==> config.mk <==
export PLATFORM = sky130hd
export DESIGN_NAME = binomial_coefficient_core
export DESIGN_NICKNAME = d
export VERILOG_FILES = /design/src/hdl/bc_pkg.sv /design/src/hdl/bc_mul.sv /design/src/hdl/bc_div.sv /design/src/hdl/binomial_coefficient_core.sv
export SDC_FILE = /design/constraint.sdc
export NUM_CORES = 1
export LEC_CHECK = 0
export ABC_AREA = 0
export ABC_CLOCK_PERIOD_IN_PS = 5000
export BUFFER_PORTS_ARGS = -buffer_cell sky130_fd_sc_hd__buf_2
export CORE_MARGIN = 2
export CORE_UTILIZATION = 35
export DETAILED_ROUTE_END_ITERATION = 6
export PLACE_DENSITY_LB_ADDON = 0.25
export SYNTH_ARGS = -nofsm -noshare
export SYNTH_HDL_FRONTEND = slang
export SYNTH_HIERARCHICAL = 1
export SYNTH_SLANG_ARGS = --single-unit
==> constraint.sdc <==
create_clock -name clk -period 5 [get_ports clk]
set_clock_uncertainty 0.15 [all_clocks]
set_input_delay 0.5 -clock clk [delete_from_list [all_inputs] [get_ports clk]]
set_output_delay 0.5 -clock clk [all_outputs]
set_load 0.01 [all_outputs]
==> src/hdl/bc_pkg.sv <==
`timescale 1ns / 1ps
`default_nettype none

package bc_pkg;

	localparam int unsigned N_W    = 6;
	localparam int unsigned ACC_W  = 64;
	localparam int unsigned COEF_W = 59;

	// largest n whose intermediate products fit in the accumulator
	localparam logic [N_W-1:0] N_LIMIT = 6'd62;

	typedef struct packed {
		logic [N_W-1:0] n;
		logic [N_W-1:0] k;
	} in_t;

	typedef struct packed {
		logic [COEF_W-1:0] coefficient;
		logic              out_of_range;
	} out_t;

	typedef enum logic [1:0] {
		ST_IDLE,
		ST_MUL,
		ST_DIV,
		ST_FIN
	} state_t;

endpackage

`default_nettype wire

==> src/hdl/bc_mul.sv <==
`timescale 1ns / 1ps
`default_nettype none

// shift-add multiplier, one bit of the narrow operand per cycle, msb first
module bc_mul (
	input  wire logic                     clk,
	input  wire logic                     arst_n,
	input  wire logic                     start,
	input  wire logic [bc_pkg::ACC_W-1:0] a,
	input  wire logic [bc_pkg::N_W-1:0]   b,
	output logic                          done,
	output logic [bc_pkg::ACC_W-1:0]      prod
);
	import bc_pkg::*;

	localparam logic [2:0] LAST = 3'(N_W - 1);

	logic [ACC_W-1:0] a_q;
	logic [N_W-1:0]   b_q;
	logic [ACC_W-1:0] p_q;
	logic [2:0]       cnt_q;
	logic             busy_q;
	logic             done_q;

	always_ff @(posedge clk or negedge arst_n) begin
		if (!arst_n) begin
			busy_q <= 1'b0;
			done_q <= 1'b0;
			cnt_q  <= '0;
		end else begin
			done_q <= 1'b0;
			if (start) begin
				busy_q <= 1'b1;
				cnt_q  <= '0;
			end else if (busy_q) begin
				cnt_q <= cnt_q + 3'd1;
				if (cnt_q == LAST) begin
					busy_q <= 1'b0;
					done_q <= 1'b1;
				end
			end
		end
	end

	always_ff @(posedge clk) begin
		if (start) begin
			a_q <= a;
			b_q <= b;
			p_q <= '0;
		end else if (busy_q) begin
			p_q <= {p_q[ACC_W-2:0], 1'b0} + (b_q[N_W-1] ? a_q : '0);
			b_q <= {b_q[N_W-2:0], 1'b0};
		end
	end

	assign done = done_q;
	assign prod = p_q;

endmodule

`default_nettype wire

==> src/hdl/bc_div.sv <==
`timescale 1ns / 1ps
`default_nettype none

// restoring divider by a small divisor, one quotient bit per cycle
module bc_div (
	input  wire logic                     clk,
	input  wire logic                     arst_n,
	input  wire logic                     start,
	input  wire logic [bc_pkg::ACC_W-1:0] dividend,
	input  wire logic [bc_pkg::N_W-1:0]   divisor,
	output logic                          done,
	output logic [bc_pkg::ACC_W-1:0]      quot
);
	import bc_pkg::*;

	localparam logic [5:0] LAST = 6'(ACC_W - 1);

	logic [ACC_W-1:0] q_q;
	logic [N_W-1:0]   d_q;
	logic [N_W-1:0]   rem_q;
	logic [5:0]       cnt_q;
	logic             busy_q;
	logic             done_q;
	logic [N_W:0]     trial;
	logic [N_W-1:0]   diff;
	logic             ge;

	// remainder stays below the divisor, so one extra bit covers the trial
	assign trial = {rem_q, q_q[ACC_W-1]};
	// when the trial is not below the divisor the difference fits in N_W bits
	assign diff  = trial[N_W-1:0] - d_q;
	assign ge    = trial >= {1'b0, d_q};

	always_ff @(posedge clk or negedge arst_n) begin
		if (!arst_n) begin
			busy_q <= 1'b0;
			done_q <= 1'b0;
			cnt_q  <= '0;
		end else begin
			done_q <= 1'b0;
			if (start) begin
				busy_q <= 1'b1;
				cnt_q  <= '0;
			end else if (busy_q) begin
				cnt_q <= cnt_q + 6'd1;
				if (cnt_q == LAST) begin
					busy_q <= 1'b0;
					done_q <= 1'b1;
				end
			end
		end
	end

	always_ff @(posedge clk) begin
		if (start) begin
			q_q   <= dividend;
			d_q   <= divisor;
			rem_q <= '0;
		end else if (busy_q) begin
			rem_q <= ge ? diff : trial[N_W-1:0];
			q_q   <= {q_q[ACC_W-2:0], ge};
		end
	end

	assign done = done_q;
	assign quot = q_q;

endmodule

`default_nettype wire

==> src/hdl/binomial_coefficient_core.sv <==
`timescale 1ns / 1ps
`default_nettype none

// binomial coefficient core: exact C(n,k) for n up to 62
// input channel in_valid / in_ready / in_data carries one item {n, k}
// output channel out_valid / out_ready / out_data carries {coefficient, out_of_range}
// one result item per input item, in order
// k is first folded to min(k, n-k); k above n gives 0, a folded k of 0 gives 1,
// a folded k of 1 gives n, and n of 63 gives 0 with out_of_range set
// otherwise the product starts at n and for i = 2..k is multiplied by n-i+1
// on a bit-serial shift-add unit and divided exactly by i on a restoring divider;
// the sequencer starts the multiplier, then the divider, then the next step, and
// after the last step hands the result over to the output register
// trivial cases skip both units and go from accept straight to the handoff
// one item is worked on at a time: in_ready is high only while the sequencer idles
// the result sits in an output register; while the receiver stalls the next item
// is still accepted and computed, and the sequencer then waits to hand it over
// reset clears the sequencer, unit controls and output valid; datapath registers are not reset
module binomial_coefficient_core (
	input  wire logic         clk,
	input  wire logic         arst_n,
	input  wire logic         in_valid,
	output logic              in_ready,
	input  wire bc_pkg::in_t  in_data,
	output logic              out_valid,
	input  wire logic         out_ready,
	output bc_pkg::out_t      out_data
);
	import bc_pkg::*;

	state_t state_q;
	state_t state_d;

	logic [ACC_W-1:0] acc_q;
	logic             oor_q;
	logic [N_W-1:0]   n_q;
	logic [N_W-1:0]   kr_q;
	logic [N_W-1:0]   i_q;
	logic             mul_start_q;
	logic             div_start_q;
	logic             out_valid_q;
	out_t             out_q;

	logic             accept;
	logic             handoff;
	logic [N_W-1:0]   mul_b;
	logic             mul_done;
	logic [ACC_W-1:0] mul_prod;
	logic             div_done;
	logic [ACC_W-1:0] div_quot;

	// input folding
	logic [N_W:0]     k2;
	logic [N_W-1:0]   k_fold;

	assign k2     = {in_data.k, 1'b0};
	assign k_fold = (k2 > {1'b0, in_data.n}) ? (in_data.n - in_data.k) : in_data.k;

	// factor for the current step: n - i + 1
	assign mul_b = n_q - i_q + 6'd1;

	bc_mul u_mul (
		.clk    (clk),
		.arst_n (arst_n),
		.start  (mul_start_q),
		.a      (acc_q),
		.b      (mul_b),
		.done   (mul_done),
		.prod   (mul_prod)
	);

	bc_div u_div (
		.clk      (clk),
		.arst_n   (arst_n),
		.start    (div_start_q),
		.dividend (acc_q),
		.divisor  (i_q),
		.done     (div_done),
		.quot     (div_quot)
	);

	// sequencer
	always_ff @(posedge clk or negedge arst_n) begin
		if (!arst_n) begin
			state_q <= ST_IDLE;
		end else begin
			state_q <= state_d;
		end
	end

	always_comb begin
		state_d  = state_q;
		in_ready = 1'b0;
		accept   = 1'b0;
		handoff  = 1'b0;
		unique case (state_q)
			ST_IDLE: begin
				in_ready = 1'b1;
				accept   = in_valid;
				if (in_valid) begin
					if (in_data.n > N_LIMIT || in_data.k > in_data.n || k_fold < 6'd2) begin
						state_d = ST_FIN;
					end else begin
						state_d = ST_MUL;
					end
				end
			end
			ST_MUL: begin
				if (mul_done) begin
					state_d = ST_DIV;
				end
			end
			ST_DIV: begin
				if (div_done) begin
					state_d = (i_q == kr_q) ? ST_FIN : ST_MUL;
				end
			end
			ST_FIN: begin
				// output register free or being emptied this cycle
				handoff = !out_valid_q || out_ready;
				if (handoff) begin
					state_d = ST_IDLE;
				end
			end
			default: begin
				state_d = ST_IDLE;
			end
		endcase
	end

	always_ff @(posedge clk or negedge arst_n) begin
		if (!arst_n) begin
			mul_start_q <= 1'b0;
			div_start_q <= 1'b0;
			out_valid_q <= 1'b0;
		end else begin
			mul_start_q <= (accept && state_d == ST_MUL)
				|| (state_q == ST_DIV && div_done && i_q != kr_q);
			div_start_q <= state_q == ST_MUL && mul_done;
			if (handoff) begin
				out_valid_q <= 1'b1;
			end else if (out_ready) begin
				out_valid_q <= 1'b0;
			end
		end
	end

	// datapath registers
	always_ff @(posedge clk) begin
		if (accept) begin
			n_q   <= in_data.n;
			kr_q  <= k_fold;
			i_q   <= 6'd2;
			oor_q <= in_data.n > N_LIMIT;
			if (in_data.n > N_LIMIT) begin
				acc_q <= '0;
			end else if (in_data.k > in_data.n) begin
				acc_q <= '0;
			end else if (k_fold == '0) begin
				acc_q <= ACC_W'(1);
			end else begin
				// folded k of one gives n, and n also seeds the running product
				acc_q <= ACC_W'(in_data.n);
			end
		end else if (state_q == ST_MUL && mul_done) begin
			acc_q <= mul_prod;
		end else if (state_q == ST_DIV && div_done) begin
			acc_q <= div_quot;
			if (i_q != kr_q) begin
				i_q <= i_q + 6'd1;
			end
		end
		if (handoff) begin
			out_q.coefficient  <= acc_q[COEF_W-1:0];
			out_q.out_of_range <= oor_q;
		end
	end

	assign out_valid = out_valid_q;
	assign out_data  = out_q;

`ifndef SYNTHESIS
	// an out of range item always reports a zero coefficient
	a_oor_zero: assert property (@(posedge clk) disable iff (!arst_n)
		out_valid && out_data.out_of_range |-> out_data.coefficient == '0)
		else $error("out_of_range with nonzero coefficient");

	// multiplier and divider never finish in the same cycle
	a_units_excl: assert property (@(posedge clk) disable iff (!arst_n)
		!(mul_done && div_done))
		else $error("multiplier and divider done together");

	// an accepted item blocks the input until it is handed over
	a_busy_after_accept: assert property (@(posedge clk) disable iff (!arst_n)
		in_valid && in_ready |=> !in_ready)
		else $error("input ready right after accept");

	// a unit start only happens while the loop is running
	a_start_in_loop: assert property (@(posedge clk) disable iff (!arst_n)
		mul_start_q || div_start_q |-> state_q == ST_MUL || state_q == ST_DIV)
		else $error("unit start outside the loop");
`endif

endmodule

`default_nettype wire

Word level (Yosys, flattened, before mapping)
Index checks and enable logic that the tools add are counted.

word-level totals
  register bits after elaboration = 371
  output and inout bits = 62
  logic and storage cells = 102

cells by class
  add/sub/neg operators = 8
  $lt $le $gt $ge = 5
  eq/ne operators = 8
  multiplexer cells = 41
  bitwise gates (word level) = 1
  reduce and logical (&&, ||, !) cells = 16

operator list
  kind                                                                   number
  64-bit 2-to-1 mux                                                      6
  64-bit adder                                                           1
  6-bit 2-to-1 mux                                                       9
  6-bit by 1-bit adder with 6-bit output, second input constant          3
  6-bit subtractor                                                       3
  1-bit 2-to-1 mux                                                       17
  2-bit 2-to-1 mux                                                       6
  2-bit case mux with 4 select lines                                     1
  7-bit by 6-bit >= comparator with 1-bit output                         1
  7-bit by 6-bit > comparator with 1-bit output                          1
  6-bit equality test                                                    1
  6-bit equality test, second input constant                             1
  6-bit > comparator                                                     1
  6-bit > comparator, second input constant                              1
  6-bit zero test                                                        1
  6-bit by 2-bit < comparator with 1-bit output, second input constant   1
  3-bit 2-to-1 mux                                                       2
  6-bit inequality test                                                  1
  2-bit nonzero test                                                     3
  2-bit by 1-bit equality test with 1-bit output, second input constant  2
  2-bit equality test, second input constant                             2
  1-bit logical AND                                                      4
  1-bit logical OR                                                       4
  3-bit by 1-bit adder with 3-bit output, second input constant          1
  other kinds (6)                                                        6

Depth between registers and ports, before layout
  word-level depth = 10
  depth in mapped cells = 15
  depth with buffers taken out = 13

By module
Netlist, hierarchy kept.

modules (own cells, without submodules)
  module                     instances  cells an instance  area an instance (sq um)  seq. area each (sq um)
  bc_mul                     1          875                8700.8                    3508.4
  binomial_coefficient_core  1          544                6591.3                    4359.2
  bc_div                     1          250                3797.4                    2422.3

Least setup slack after synthesis
OpenSTA, ideal clock, no wires.

  path type = register to register
  from = register state_q[1]
  to = register acc_q[0] (enable)
  arrival = 3.828 ns
  setup slack = 0.515 ns
  stages on the path, launching flop included = 4
  buffers on the path = 1
  period minus slack after synthesis = 4.485 ns
  path through = dfrtp_1 clkbuf_2 nand2b_1 a21oi_1

between the ends
  cells in the longest elaborated chain, start to end = 3
  elaborated cells between the ends (all ways) = 7
  classes of those cells = 2 x eq/ne; 1 x mux; 4 x reduce/logical

RTL lines
  item                                            line                              text
  start: declaration                              binomial_coefficient_core.sv:31   state_t state_q;
  start signal: assignment                        binomial_coefficient_core.sv:87   state_q <= state_d;
  2-bit zero test, or another cell as far along   binomial_coefficient_core.sv:96   unique case (state_q)
  1-bit 2-to-1 mux, or another cell as far along  binomial_coefficient_core.sv:96
  3-bit nonzero test (no line) *                  --
  end signal: assignment                          binomial_coefficient_core.sv:163  acc_q <= ACC_W'(in_data.n);
  end signal: assignment                          binomial_coefficient_core.sv:166  acc_q <= mul_prod;
  end signal: assignment                          binomial_coefficient_core.sv:168  acc_q <= div_quot;
  end: declaration                                binomial_coefficient_core.sv:34   logic [ACC_W-1:0] acc_q;

Mark *: on every way between the ends. The rest lies on a longest branch, timed or not.
A chain may end at the register's enable or synchronous reset.

Final worst setup path
  from = register u_mul.b_q[5]
  to = register u_mul.p_q[61], in the netlist u_mul/prod[61]

between the ends
  cells in the longest elaborated chain, start to end = 2

RTL lines
  item                      line          text
  start: declaration        bc_mul.sv:19  logic [N_W-1:0] b_q;
  start signal: assignment  bc_mul.sv:52  b_q <= {b_q[N_W-2:0], 1'b0};
  64-bit 2-to-1 mux         bc_mul.sv:51  p_q <= {p_q[ACC_W-2:0], 1'b0} + (b_q[N_W-1] ? a_q : '0);
  64-bit adder              bc_mul.sv:51
  end signal: assignment    bc_mul.sv:51
  end: declaration          bc_mul.sv:20  logic [ACC_W-1:0] p_q;

No other way between the ends.

==> impl_metrics.yaml <==
worst_hold_path:
  timing.hold.worst.start: "in_data[8]"
  holdPathStages: 1
  hp-class: "primary input to register"
  hold_path_end: "n_q[2]"
layout:
  fill_cells: 5177
  drive_gt1_share_pct: 15.1
  multi_input_area_mm2: 0.00810
  final-instance-count-excl-fill: 2448
  nets: 1831
  insertedDiodeCount: 0
  finalInstanceArea_mm2: 0.0214
  synthToLayoutAreaGrowth_pct: 12.2
  seq_area_mm2: 0.0103
timing:
  finalWorstPathRequiredPeriod_ns: 4.53
  timing_hold_violations_final: 0
  drv_slew: 0
  achievable-frequency_ghz: 0.221
  fin_hold_ws_ns: 0.0726
  slew_headroom_pct: 31.8
  fin_tns_setup_ns: 0
  min_period_over_period_pct: 90.6
  worstMarginPinSlew_ns: 1.02
  grt_setup_unrepaired: "false"
  fin_ws_ns: 0.470
  setup-violations-final: 0
critical_path:
  worst-endpoint-arrival_ns: 4.83
  category_of_the_most_critical_setup_path: "register to register"
  crit_path_top_delay_cell: "o31ai_1"
  r2r_cells: 14
  cp_max_fo: 13
  r2r_start: "u_mul/b_q[5]"
  worst-endpoint-required_ns: 5.30
  cpPeakStageDelay_ns: 0.65
  critical_path.reg2reg.endpoint: "u_mul/prod[61]"
  worstSetupStartpoint: "u_mul/b_q[5]"
  crit_path_start_kind: "register"
  r2r_setup_slack_ns: 0.47
  timing.critical_path.cells: "buf_4 > and2_1 > ha_1 > nand4_1 > nor2_1 > a311oi_1 > buf_4 > a21oi_1 > a41oi_1 > o211a_1 > o31ai_1 > a311oi_1 > xnor2_1 > a22o_1"
  sort_of_element_at_the_end_of_the_critical_path: "register"
routing:
  avgViaCountPerCell: 5.16
  antenna_left: 0
  wire_per_inst_um: 17.4
  drtPass1Iterations: 5
  route.detailed.drc: 0
  post_detailed_routing_wire_length_mm: 42.7
  initial_drc_count: 691
  vias: 12600
grt:
  antenna_violations_before_repair: 0
  grt_pass1_vias: 13200
  grt_overflow_total: 0
  global_route.usage.total_pct: 15.3
  global_route_wire_length_before_repair_mm: 70.1
  largest_net_degree_at_the_start_of_global_routing: 65
synthesis:
  ys_seq_elements: 371
  synth_enable_flop_cells: 277
  synth_top_area_share_pct: 43.6
  netlist.top_cell.by_area: "edfxtp_1"
  synth.top_cells.by_area: "edfxtp_1 (44%), dfxtp_1 (8.0%), ha_1 (6.1%)"
  synth_sequential_area_ratio_pct: 53.9
  count_of_distinct_cell_types_in_the_synthesized_netlist: 95
  postSynth.asyncResetShare_pct: 4.85
  synthesis.nets: 1782
  synth_area_mm2: 0.0191
  synth_flop_cell: "edfxtp_1"
  postSynthAreaPerCell_um2: 11.4
  synth-warning-count: 6
  syn-instance-count: 1669
cts:
  tritoncts: "built"
  numCtsBuffers: 42
  cts_buffer_depth: 3
  h-tree-depth: 2
  cts_post_setup_buffers_inserted: 0
  cts_resized: 0
  clock_sinks: 371
  cts_root_buffer: "clkbuf_16"
  worst_skew_pair.late_latency_ns: 0.57
  clock_pin_slew_on_the_worst_setup_and_hold_paths_ns: 0.06
placement:
  post-place-ws_ns: 0.472
  quantity_of_i_o_buffers_inserted_on_ports: 77
  dpl_cell_area_mm2: 0.0200
  hpwlAfterDp_mm: 28.1
  placed_cells_incl_taps: 2369
  gp_congestion: 0.885
power_and_ir_drop:
  vdd_ir_drop_max_mv: 0.270
  pwr_density_cell_mw_per_mm2: 609
  leakage_power_nw: 8.42
floorplanning:
  initial_utilization_pct: 35.4
  ioPinCount: 78
  fp.dieH_um: 238
  rows: 85
  design.die.area_mm2: 0.0564
  core_region_area_mm2: 0.0539
  floorplan.die.width_um: 238
status:
  outcome: "completed"
flow_run:
  drv.max_cap_violation_count: 0
state kept, by name (all words and copies together), names as in the netlist, 60 cells and up:
name	count
acc_q	64
out_data	60
u_div/quot	64
u_mul/a_q	64
u_mul/prod	64
worst max path at each step:
| stage | slack [ns] | to |
|---|---|---|
| detailed placement | 0.47 | u_mul/prod[61] |
| global placement | 0.53 | u_mul/prod[61] |
| global route | 0.10 | u_mul/prod[61] |
| finish | 0.47 | u_mul/prod[61] |
| floorplan | 0.51 | acc_q[0] |
| CTS | 0.45 | u_mul/prod[61] |
per-layer routing:
| layer | share of wire (%) | global-route usage [%] | wire [µm] |
|---|---|---|---|
| met3 | 3.7 | 2.42 | 1600 |
| met1 | 47 | 20.5 | 20200 |
| met2 | 47 | 25.3 | 19900 |
| met4 | 2.3 | 5.13 | 973 |
| met5 | 0 | 0 | 0 |
stage by stage:
stage	power, W	utilization (%)
2_1_floorplan	0.00889	-
3_3_place_gp	0.00985	37.1
3_5_place_dp	0.00992	37.1
4_1_cts	0.0132	39.7
5_1_grt	0.0140	39.7
6_report	0.0131	39.7
final cells by class:
class,instances,area share (%)
well taps,696,4.06
multi-input cells,1156,37.8
inverters,54,0.946
repair buffers,93,2.43
clock inverters,14,0.788
clock buffers,64,5.92
flip-flops and latches,371,48.1
timing repair:
item / in CTS / in global routing
hold endpoints to repair: 18 / 0
hold buffers: 1 / 0
endpoints found under the setup margin: 0 / 0
power breakdown:
group | total (W) | switching, W | internal (W)
clock network | 0.00321 | 0.00125 | 0.00195
logic | 0.00471 | 0.00269 | 0.00201
registers | 0.00514 | 0.000630 | 0.00451
cells in the final DEF (no fill, tap or decap), types with 55 or more instances in the layout:
| cell | n |
|---|---|
| dfxtp_1 | 76 |
| nand2_1 | 200 |
| a21o_1 | 55 |
| ha_1 | 93 |
| edfxtp_1 | 277 |
| mux2_2 | 72 |
| a21oi_1 | 138 |
| and2_1 | 65 |
| nor2_1 | 94 |
| buf_2 | 77 |
synth_stat cells (all sizes together), types with 5 or more instances:
library cell	instances
a21o	57
o21ai	37
a21boi	5
a311oi	5
a211oi	19
o21a	6
nor4	5
o211ai	9
nand2b	9
dfrtp	18
a21oi	140
nor2	96
a221oi	6
o311ai	6
nor3	14
nor2b	16
dfxtp	76
a31oi	8
a22o	21
mux2i	42
edfxtp	277
or3	8
and3	6
o21bai	12
buf	39
a211o	5
nor3b	5
clkbuf	48
ha	93
nand2	201
and2	65
o31ai	6
nand3	19
xnor2	47
mux2	72
xor2	36
nand4	26
inv	54
critical path: cells and delay by family, from the launching register on:
kind	cells	cell delay [ns]
compound gates	7	2.22
xor+xnor	1	0.16
fa+ha+maj	1	0.36
buf+inv	2	0.42
flops	1	0.57
simple gates	3	0.55
logic make-up after synthesis:
kind of cell    after synthesis  synth area share (%)
simple gates                494                  12.7
flops                       371                  53.9
compound gates              368                  12.8
buf+inv                     142                  3.81
mux                         114                  6.45
fa+ha+maj                    97                  6.52
xor+xnor                     83                  3.81
No activity file was read; power rests on OpenSTA's default activity.
